[src/rtl/fpr_pkg.sv]
// Shared types and constants of the firewall protection register bank.
package fpr_pkg;

  localparam int unsigned DATA_W         = 32;
  localparam int unsigned ADDR_W         = 8;
  localparam int unsigned IDX_W          = 3;
  localparam int unsigned LOCK_IDX_W     = 2;
  localparam int unsigned ZONE_IDX_W     = 2;
  localparam int unsigned PROT_WORDS_MAX = 8;
  localparam int unsigned LOCK_WORDS_MAX = 4;
  localparam int unsigned ZONES_MAX      = 4;
  localparam int unsigned PER_PROT_WORD  = 16;
  localparam int unsigned PER_LOCK_WORD  = 32;
  localparam int unsigned ZONE_SIZE_W    = 10;
  localparam int unsigned ZONE_LOCK_POS  = 31;
  localparam int unsigned ATTR_W         = 2;
  localparam int unsigned CNT_W          = 8;

  localparam logic [ADDR_W-1:0] ZONE_BASE_W = 8'd0;
  localparam logic [ADDR_W-1:0] PROT_BASE_W = 8'd4;
  localparam logic [ADDR_W-1:0] LOCK_BASE_W = 8'd12;
  localparam logic [ADDR_W-1:0] HWCFG_W     = 8'd252;
  localparam logic [ADDR_W-1:0] VERSION_W   = 8'd253;

  typedef enum logic {
    CMD_READ  = 1'b0,
    CMD_WRITE = 1'b1
  } cmd_e;

  typedef enum logic [2:0] {
    KIND_ZONE,
    KIND_PROT,
    KIND_LOCK,
    KIND_HWCFG,
    KIND_VERSION,
    KIND_BAD
  } kind_e;

  typedef struct packed {
    kind_e            kind;
    logic [IDX_W-1:0] idx;
  } dec_t;

endpackage

[src/rtl/firewall_protection_register_bank_top.sv]
// Top level of the firewall protection register bank.
// An accepted beat is held in the request registers, then in the result registers that raise done_o.
// Throughput: one access per cycle; busy stays low, the result register
// always takes the beat, as the receiver cannot stall.
// Reset (rst_ni, asynchronous, active low) clears all zones, attributes and
// locks and empties the pipeline.
module firewall_protection_register_bank_top import fpr_pkg::*; #(
  parameter int unsigned NUM_PERIPH = 128,
  parameter int unsigned NUM_ZONES  = 2
) (
  input  logic              clk_i,
  input  logic              rst_ni,
  input  logic              start,
  output logic              busy,
  input  logic              cmd_i,
  input  logic [ADDR_W-1:0] word_addr_i,
  input  logic [DATA_W-1:0] wdata_i,
  output logic              done_o,
  output logic [DATA_W-1:0] rdata_o,
  output logic              bad_address_o
);

  logic              vld_q, vld_d;
  logic              cmd_q;
  logic [ADDR_W-1:0] addr_q;
  logic [DATA_W-1:0] wdata_q;
  logic              done_q;
  logic [DATA_W-1:0] rdata_q, rdata_d;
  logic              bad_q, bad_d;
  dec_t              dec;
  logic              wr;

  assign busy  = 1'b0;
  assign vld_d = start && !busy;
  assign wr    = (cmd_q == CMD_WRITE);

  always_ff @(posedge clk_i or negedge rst_ni) begin
    if (!rst_ni) begin
      vld_q  <= 1'b0;
      done_q <= 1'b0;
    end else begin
      vld_q  <= vld_d;
      done_q <= vld_q;
    end
  end

  always_ff @(posedge clk_i) begin
    if (vld_d) begin
      cmd_q   <= cmd_i;
      addr_q  <= word_addr_i;
      wdata_q <= wdata_i;
    end
    if (vld_q) begin
      rdata_q <= rdata_d;
      bad_q   <= bad_d;
    end
  end

  fpr_decode #(
    .NUM_PERIPH (NUM_PERIPH),
    .NUM_ZONES  (NUM_ZONES)
  ) u_decode (
    .addr_i (addr_q),
    .dec_o  (dec)
  );

  fpr_regs #(
    .NUM_PERIPH (NUM_PERIPH),
    .NUM_ZONES  (NUM_ZONES)
  ) u_regs (
    .clk_i   (clk_i),
    .rst_ni  (rst_ni),
    .valid_i (vld_q),
    .wr_i    (wr),
    .dec_i   (dec),
    .wdata_i (wdata_q),
    .rdata_o (rdata_d)
  );

  assign bad_d         = (dec.kind == KIND_BAD);
  assign done_o        = done_q;
  assign rdata_o       = rdata_q;
  assign bad_address_o = bad_q;

`ifndef SYNTHESIS
  a_done_follows: assert property (@(posedge clk_i) disable iff (!rst_ni)
    start |=> ##1 done_o)
    else $error("accepted beat produced no result strobe");

  a_write_zero: assert property (@(posedge clk_i) disable iff (!rst_ni)
    vld_q && cmd_q == CMD_WRITE |=> rdata_o == '0)
    else $error("write beat returned non-zero read data");

  a_bad_zero: assert property (@(posedge clk_i) disable iff (!rst_ni)
    done_o && bad_address_o |-> rdata_o == '0)
    else $error("unmapped address returned non-zero read data");
`endif

endmodule

[src/rtl/fpr_decode.sv]
// Word address decoder: register group and word index within the group.
module fpr_decode import fpr_pkg::*; #(
  parameter int unsigned NUM_PERIPH = 128,
  parameter int unsigned NUM_ZONES  = 2
) (
  input  logic [ADDR_W-1:0] addr_i,
  output dec_t              dec_o
);

  localparam int unsigned PROT_WORDS = (NUM_PERIPH + PER_PROT_WORD - 1) / PER_PROT_WORD;
  localparam int unsigned LOCK_WORDS = (NUM_PERIPH + PER_LOCK_WORD - 1) / PER_LOCK_WORD;
  localparam logic [ADDR_W-1:0] ZONE_END = ZONE_BASE_W + ADDR_W'(NUM_ZONES);
  localparam logic [ADDR_W-1:0] PROT_END = PROT_BASE_W + ADDR_W'(PROT_WORDS);
  localparam logic [ADDR_W-1:0] LOCK_END = LOCK_BASE_W + ADDR_W'(LOCK_WORDS);

  logic [ADDR_W-1:0] off;

  always_comb begin
    dec_o.kind = KIND_BAD;
    off        = '0;
    if (addr_i < ZONE_END) begin
      dec_o.kind = KIND_ZONE;
      off        = addr_i - ZONE_BASE_W;
    end else if (addr_i >= PROT_BASE_W && addr_i < PROT_END) begin
      dec_o.kind = KIND_PROT;
      off        = addr_i - PROT_BASE_W;
    end else if (addr_i >= LOCK_BASE_W && addr_i < LOCK_END) begin
      dec_o.kind = KIND_LOCK;
      off        = addr_i - LOCK_BASE_W;
    end else if (addr_i == HWCFG_W) begin
      dec_o.kind = KIND_HWCFG;
    end else if (addr_i == VERSION_W) begin
      dec_o.kind = KIND_VERSION;
    end
    dec_o.idx = off[IDX_W-1:0];
  end

endmodule

[src/rtl/fpr_regs.sv]
// Zone, protection and lock storage with write update and read mux.
module fpr_regs import fpr_pkg::*; #(
  parameter int unsigned NUM_PERIPH = 128,
  parameter int unsigned NUM_ZONES  = 2
) (
  input  logic              clk_i,
  input  logic              rst_ni,
  input  logic              valid_i,
  input  logic              wr_i,
  input  dec_t              dec_i,
  input  logic [DATA_W-1:0] wdata_i,
  output logic [DATA_W-1:0] rdata_o
);

  logic [ATTR_W-1:0]      attr_q [NUM_PERIPH];
  logic [NUM_PERIPH-1:0]  locked_q;
  logic [ZONE_SIZE_W-1:0] zsize_q [NUM_ZONES];
  logic [NUM_ZONES-1:0]   zlock_q;

  logic [PROT_WORDS_MAX-1:0][PER_PROT_WORD-1:0][ATTR_W-1:0] attr_pad;
  logic [LOCK_WORDS_MAX-1:0][PER_LOCK_WORD-1:0]             lock_pad;
  logic [ZONES_MAX-1:0][ZONE_SIZE_W-1:0]                    zsize_pad;
  logic [ZONES_MAX-1:0]                                     zlock_pad;
  logic [DATA_W-1:0]                                        rd;
  logic                                                     wr_en;

  assign wr_en = valid_i && wr_i;

  for (genvar i = 0; i < NUM_PERIPH; i++) begin : g_per
    localparam int unsigned PW = i / PER_PROT_WORD;
    localparam int unsigned PK = i % PER_PROT_WORD;
    localparam int unsigned LW = i / PER_LOCK_WORD;
    localparam int unsigned LK = i % PER_LOCK_WORD;

    always_ff @(posedge clk_i or negedge rst_ni) begin
      if (!rst_ni) begin
        attr_q[i]   <= '0;
        locked_q[i] <= 1'b0;
      end else if (wr_en) begin
        if (dec_i.kind == KIND_PROT && dec_i.idx == IDX_W'(PW) && !locked_q[i]) begin
          attr_q[i] <= wdata_i[ATTR_W*PK +: ATTR_W];
        end
        if (dec_i.kind == KIND_LOCK && dec_i.idx == IDX_W'(LW) && wdata_i[LK]) begin
          locked_q[i] <= 1'b1;
        end
      end
    end

    assign attr_pad[PW][PK] = attr_q[i];
    assign lock_pad[LW][LK] = locked_q[i];
  end

  for (genvar i = NUM_PERIPH; i < PROT_WORDS_MAX * PER_PROT_WORD; i++) begin : g_attr_pad
    assign attr_pad[i / PER_PROT_WORD][i % PER_PROT_WORD] = '0;
  end

  for (genvar i = NUM_PERIPH; i < LOCK_WORDS_MAX * PER_LOCK_WORD; i++) begin : g_lock_pad
    assign lock_pad[i / PER_LOCK_WORD][i % PER_LOCK_WORD] = 1'b0;
  end

  for (genvar z = 0; z < NUM_ZONES; z++) begin : g_zone
    always_ff @(posedge clk_i or negedge rst_ni) begin
      if (!rst_ni) begin
        zsize_q[z] <= '0;
        zlock_q[z] <= 1'b0;
      end else if (wr_en && dec_i.kind == KIND_ZONE && dec_i.idx == IDX_W'(z) && !zlock_q[z]) begin
        zsize_q[z] <= wdata_i[ZONE_SIZE_W-1:0];
        if (wdata_i[ZONE_LOCK_POS]) begin
          zlock_q[z] <= 1'b1;
        end
      end
    end

    assign zsize_pad[z] = zsize_q[z];
    assign zlock_pad[z] = zlock_q[z];
  end

  for (genvar z = NUM_ZONES; z < ZONES_MAX; z++) begin : g_zone_pad
    assign zsize_pad[z] = '0;
    assign zlock_pad[z] = 1'b0;
  end

  always_comb begin
    rd = '0;
    unique case (dec_i.kind)
      KIND_ZONE: begin
        rd[ZONE_SIZE_W-1:0] = zsize_pad[dec_i.idx[ZONE_IDX_W-1:0]];
        rd[ZONE_LOCK_POS]   = zlock_pad[dec_i.idx[ZONE_IDX_W-1:0]];
      end
      KIND_PROT: rd = attr_pad[dec_i.idx];
      KIND_LOCK: rd = lock_pad[dec_i.idx[LOCK_IDX_W-1:0]];
      KIND_HWCFG: begin
        rd[CNT_W-1:0]       = CNT_W'(NUM_ZONES);
        rd[2*CNT_W-1:CNT_W] = CNT_W'(NUM_PERIPH);
      end
      default: rd = '0;
    endcase
  end

  assign rdata_o = wr_i ? '0 : rd;

endmodule
[config.mk]
export PLATFORM = sky130hd
export DESIGN_NAME = firewall_protection_register_bank_top
export DESIGN_NICKNAME = d
export VERILOG_FILES = /design/src/rtl/fpr_pkg.sv /design/src/rtl/firewall_protection_register_bank_top.sv /design/src/rtl/fpr_decode.sv /design/src/rtl/fpr_regs.sv
export SDC_FILE = /design/constraint.sdc
export NUM_CORES = 1
export LEC_CHECK = 0
export BUFFER_PORTS_ARGS = -buffer_cell sky130_fd_sc_hd__clkbuf_2
export CAP_MARGIN = 20
export CORE_ASPECT_RATIO = 0.7
export CORE_MARGIN = 2
export CORE_UTILIZATION = 60
export DETAILED_ROUTE_END_ITERATION = 7
export PLACE_DENSITY = 0.78
export SLEW_MARGIN = 20
export SYNTH_ARGS = -nofsm -noshare
export SYNTH_HDL_FRONTEND = slang
export SYNTH_SLANG_ARGS = --single-unit
[constraint.sdc]
create_clock -name clk_i -period 3.3 [get_ports clk_i]
set_input_delay 0.66 -clock clk_i [delete_from_list [all_inputs] [get_ports clk_i]]
set_output_delay 0.66 -clock clk_i [all_outputs]
set_load 0.01 [all_outputs]
# Word level (Yosys, flattened, before mapping)
# Index checks and enable logic that the tools add are counted.
[totals]
regBits = 482
wordCells = 975
out_inout_bits = 35
in_bits = 44
[classes]
addsub = 2
n_lt_le_gt_ge = 7
muxes = 20
eq_ne = 13
reduce_logical = 666
[ops]
columns = ["cell", "count"]
rows = [
  ["AND reduction 2 bit", 258],
  ["logical AND 1 bit", 276],
  ["zero test 1 bit", 130],
  ["binary-select mux 32 bit (select 3 bit)", 1],
  ["binary-select mux 32 bit (select 2 bit)", 1],
  ["2-to-1 mux 32 bit", 2],
  ["case mux 10 bit (4 select lines)", 1],
  ["case mux 15 bit (2 select lines)", 1],
  ["2-to-1 mux 3 bit", 7],
  ["binary-select mux 10 bit (select 2 bit)", 1],
  ["case mux 6 bit (3 select lines)", 1],
  ["== test 8 bit (second input constant)", 2],
  ["== test 3 bit (second input constant)", 5],
  ["== test 3 x 2 -> 1 bit (second input constant)", 4],
  ["2-to-1 mux 10 bit", 1],
  [">= comparator 8 x 3 -> 1 bit (second input constant)", 1],
  [">= comparator 8 x 4 -> 1 bit (second input constant)", 1],
  ["less-than comparator 8 x 2 -> 1 bit (second input constant)", 1],
  ["less-than comparator 8 x 4 -> 1 bit (second input constant)", 1],
  ["less-than comparator 8 x 5 -> 1 bit (second input constant)", 1],
  ["== test 3 x 1 -> 1 bit (second input constant)", 2],
  ["zero test 3 bit", 2],
  ["subtractor 3 bit (second input constant)", 2],
  ["less-than comparator 3 x 4 -> 1 bit (second input constant)", 1],
  ["4 further kinds", 5],
]

# Logic depth before layout (Yosys ltp)
[depth]
depth_word = 11
mapped_depth = 8
depth_no_buf = 5

# Cells and area by module
# A second synthesis with hierarchy kept.
[unflattened]
hier_cells = 1528
hier_area_um2 = 21663.3
[by_module_without_submodules]
columns = ["mod", "seq_area_each_um2", "n_inst", "cells_per_inst", "area_per_inst_um2"]
rows = [
  ["fpr_regs", 10159.7, 1, 1433, 19269.7],
  ["firewall_protection_register_bank_top", 2272.2, 1, 79, 2292.2],
  ["fpr_decode", 0.0, 1, 16, 101.3],
]

# Least setup slack after synthesis
# Ideal clock, no wire load.
[synth_timing]
kind = "register to register"
start = "register vld_q"
end = "register u_regs.attr_q, in the netlist u_regs.attr_pad[138]"
slack_ns = 0.617
path_stages_with_launch = 7
arrival_time_ns = 2.558
n_path_buf = 2
setup_time_ns = 0.125
required_time_ns = 3.175
period_less_slack_ns = 2.683
path_cell_list = "dfrtp_1 > and2_1 > buf_1 > nand3_1 > clkbuf_1 > nor2_1 > mux2_2"
[synth_between]
elab_chain_cells = 2
[synth_rtl]
columns = ["element", "line", "source"]
rows = [
  ["start: declaration", "firewall_protection_register_bank_top.sv:23", "logic vld_q, vld_d;"],
  ["start signal: assignment", "firewall_protection_register_bank_top.sv:42", "vld_q <= vld_d;"],
  ["logical AND 1 bit", "fpr_regs.sv:27", "assign wr_en = valid_i && wr_i;"],
  ["AND reduction 2 bit (no source line)", "n/a", ""],
  ["end signal: indexed assignment", "fpr_regs.sv:41", "attr_q[i] <= wdata_i[ATTR_W*PK +: ATTR_W];"],
  ["end: declaration", "fpr_regs.sv:15", "logic [ATTR_W-1:0] attr_q [NUM_PERIPH];"],
]
# Every way passes these cells.
# A chain may end at the register's enable or synchronous reset.

# Worst setup path in the final report
[layout_timing]
start = "register addr_q[5]"
end = "register u_regs.attr_q, in the netlist u_regs.attr_pad[48]"
[layout_between]
elab_chain_cells = 10
word_cells_on_any_way = 22
cone_classes = "order compare (5); eq/ne (4); mux (8); reduce/logical (5)"
[layout_rtl]
columns = ["element", "line", "source"]
rows = [
  ["start: declaration", "firewall_protection_register_bank_top.sv:25", "logic [ADDR_W-1:0] addr_q;"],
  ["start signal: assignment", "firewall_protection_register_bank_top.sv:50", "addr_q <= word_addr_i;"],
  ["branches (longest 7 deep; another with >= comparator 8 x 4 -> 1 bit)", "n/a", ""],
  ["logical AND 1 bit (*) (2 in series)", "fpr_regs.sv:40", "if (dec_i.kind == KIND_PROT && dec_i.idx == IDX_W'(PW) && !locked_q[i]) begin"],
  ["AND reduction 2 bit (no source line) (*)", "n/a", ""],
]
# Mark *: on every way between the ends.

==> out/results.ini <==
[outcome]
outcome=complete, no violations

[die]
core_area_um2=34660
initial_utilization_pct=60.75
std_cell_rows=57
io_pins=79
dieArea_um2=36630
die_w_um=227.9
die_y_um=160.7

[pwr]
p_comb_share_pct=6.0
power.share.clock_pct=43.6
p_int_mw=9.795
vdd_drop_max_uv=384.0
seq_power_share_pct=50.4
p_leak_nw=11.13
netSwitchingPower_mw=3.042
sw_frac_of_total_pct=23.70
finalPower_mw=12.84
powerDensity_nw_per_um2=537.2

[cts]
cts-resized-gates=0
numCtsBuffers=45
clk_pin_slew_ns=0.07
cts_hold_buffers=0
cts_max_level=2
cts_tree=yes
cts.path.max_buffers=3
cts_setup_buffers=0
clock-sinks=482
clock_latency_ns=0.57
root_buffer=clkbuf_16

[layout]
fin_nets=1768
n_fill_cell=2450
syn2layout_area_growth_pct=13.48
drive_above_1_share_pct=31.63
final_area_um2=23890

[synth]
synth_edf_count=74
syn_avg_cell_area_um2=12.94
async_flop_share_pct=84.65
ys_types=69
synth_warnings=0
ys_seq_area_share_pct=59.04
syn-cell-area_um2=21060
ys_ff_latch=482
synth-main-ff-cell=dfrtp_1
synthCells=1627
synth_fp_nets=1671

[critical_path]
crit_required_ns=3.75
critPathCaptureType=flop
r2r_cells=7
reg2reg_slack_ns=0.26
crit_fanout=35
r2r_end=u_regs.attr_pad[48]
crit_type=flop to flop
crit_arrival_ns=3.49
worstReg2RegStart=addr_q[5]
crit_path_start_kind=flop

[flow_run]
drv_cap=0

[timing]
fin_crit_ns=3.043
slew_viol_final=0
hold_viol_final=0
worst_slew_pin_slew_ns=0.8135
fin_tns_setup_ns=0
rsz0062_at_grt=no
max_slew_margin_pct=45.71
fmaxAchievable_ghz=0.3286
setup_viol=0
setup_ws_ns=0.2572
post-route-period-util_pct=92.21
fin_skew_ns=0.01552

[drt]
dr.pass1.iters=6
via_count=15219
wl_per_cell_um=28.03
viasPerCell=6.812
drc=0
drtAntennaViolNets=0
wirelength_mm=62.61
drt-initial-drc-count=2299

[grt]
antenna_found_initial=1
overflow=0
grt_max_degree=80
track_usage_pct=34.66
grt_pass1_vias=15495
grt_pass1_wl_mm=95.94

[placement]
gp_congestion=0.9309
port_buffers=77
place_hpwl_mm=41.53
placed_area_um2=22310
dpl_worst_slack_ns=0.3855

[worst_hold_path]
hold_path.class=input port to async pin

-- power by group through the flow --
stage                     sequential, mW  clock (mW)  combinational [mW]
after floorplan                     6.47           0               0.390
after global placement              6.56           0               0.734
after detailed placement            6.57           0               0.756
after CTS                           6.46        5.62               0.761
after global routing                6.49        5.87               0.818
final                               6.47        5.59               0.773
-- worst max-delay path, stage by stage (launching register included) --
cell and delay (ns):
edfxtp_1 0.41, or4_1 0.60, buf_12 0.21, nor2_2 0.27
nand3_1 0.46, buf_4 0.36, nor2_1 0.22, mux2_2 0.37
-- flip-flops by register name, indices dropped and copies added (netlist names) --
| name | cells |
|---|---|
| u_regs.zlock_pad | 2 |
| u_regs.attr_pad | 256 |
| addr_q | 8 |
| u_regs.zsize_pad | 20 |
| vld_q | 1 |
| u_regs.lock_pad | 128 |
| bad_address_o | 1 |
| cmd_q | 1 |
| rdata_o | 32 |
| wdata_q | 32 |
| done_o | 1 |
-- cell type report --
type	instances	area (µm²)	area share [%]
inverter	6	22.52	0.09426
timing repair buffer	150	1069	4.472
clock inverter	20	254.0	1.063
clock buffer	64	1330	5.566
antenna	1	2.502	0.01047
sequential	482	12430	52.03
tap	472	590.6	2.472
multi-input combinational	1039	8193	34.29
-- cell usage after synthesis, types with 6 or more instances --
cell / count / area share (%)
a22oi_1: 26 / 0.93
a22o_1: 11 / 0.46
mux2_2: 291 / 16
a222oi_1: 7 / 0.33
clkbuf_1: 52 / 0.93
nand2b_1: 7 / 0.21
buf_1: 13 / 0.23
edfxtp_1: 74 / 11
o21bai_1: 129 / 4.6
o221ai_1: 37 / 1.5
nand2_1: 82 / 1.5
a211oi_1: 16 / 0.57
nor3_1: 17 / 0.40
nor2_1: 128 / 2.3
buf_2: 32 / 0.76
o21ai_0: 13 / 0.31
o211ai_1: 11 / 0.39
mux2i_1: 57 / 2.7
inv_1: 6 / 0.11
nand3_1: 12 / 0.29
mux2_1: 6 / 0.32
a31oi_1: 19 / 0.56
dfrtp_1: 408 / 48
o2bb2ai_1: 17 / 0.71
a21o_1: 16 / 0.57
nor2_2: 12 / 0.36
a21oi_1: 47 / 1.1
-- cells in the final DEF (no fill, tap or decap), types with 7 or more instances in the layout --
cell / Yosys / layout
dfrtp_1: 408 / 407
mux2_2: 291 / 291
o21bai_1: 129 / 129
nor2_1: 128 / 125
nand2_1: 82 / 81
clkbuf_2: 0 / 76
edfxtp_1: 74 / 74
buf_4: 2 / 63
mux2i_1: 57 / 57
a21oi_1: 47 / 47
clkbuf_16: 0 / 47
o221ai_1: 37 / 37
a22oi_1: 26 / 26
a31oi_1: 19 / 19
nor3_1: 17 / 17
o2bb2ai_1: 17 / 17
a211oi_1: 16 / 16
a21o_1: 16 / 16
nor2_2: 12 / 14
o21ai_0: 13 / 13
nand3_1: 12 / 12
o211ai_1: 11 / 11
a22o_1: 11 / 11
clkinv_2: 0 / 10
buf_12: 0 / 10
clkbuf_8: 0 / 9
clkbuf_1: 52 / 8
nand2b_1: 7 / 7
a222oi_1: 7 / 7
-- per-stage QoR --
stage          std cells  utilization, %  hold slack (ns)
2_1_floorplan       1627               -           0.3644
3_3_place_gp        2149           64.36           0.4709
3_5_place_dp        2149           64.36           0.4775
4_1_cts             2233           68.93           0.1073
5_1_grt             2234           68.94           0.1204
6_report            2234           68.94          0.07146
-- logic make-up after synthesis --
family                 share of synthesized area, %
other                                       0.01781
muxes                                         18.70
buffers and inverters                         2.151
and+or+nand+nor                               6.216
AOI/OAI and AO/OA                             13.87
DFF                                           59.04
-- worst max path at each step --
stage                     startpoint              endpoint
after floorplan                vld_q  u_regs.attr_pad[138]
after global placement     addr_q[5]  u_regs.attr_pad[222]
after detailed placement   addr_q[5]   u_regs.attr_pad[49]
after CTS                  addr_q[5]   u_regs.attr_pad[48]
after global routing       addr_q[5]   u_regs.attr_pad[49]
final                      addr_q[5]   u_regs.attr_pad[48]
-- routing by layer --
layer / global-route usage, % / share of wire [%]
met1: 50.77 / 41
met5: 0 / 0
met2: 49.31 / 42
met4: 12.86 / 3.9
met3: 10.16 / 12
Note: power is estimated with default switching activity, not from simulation.
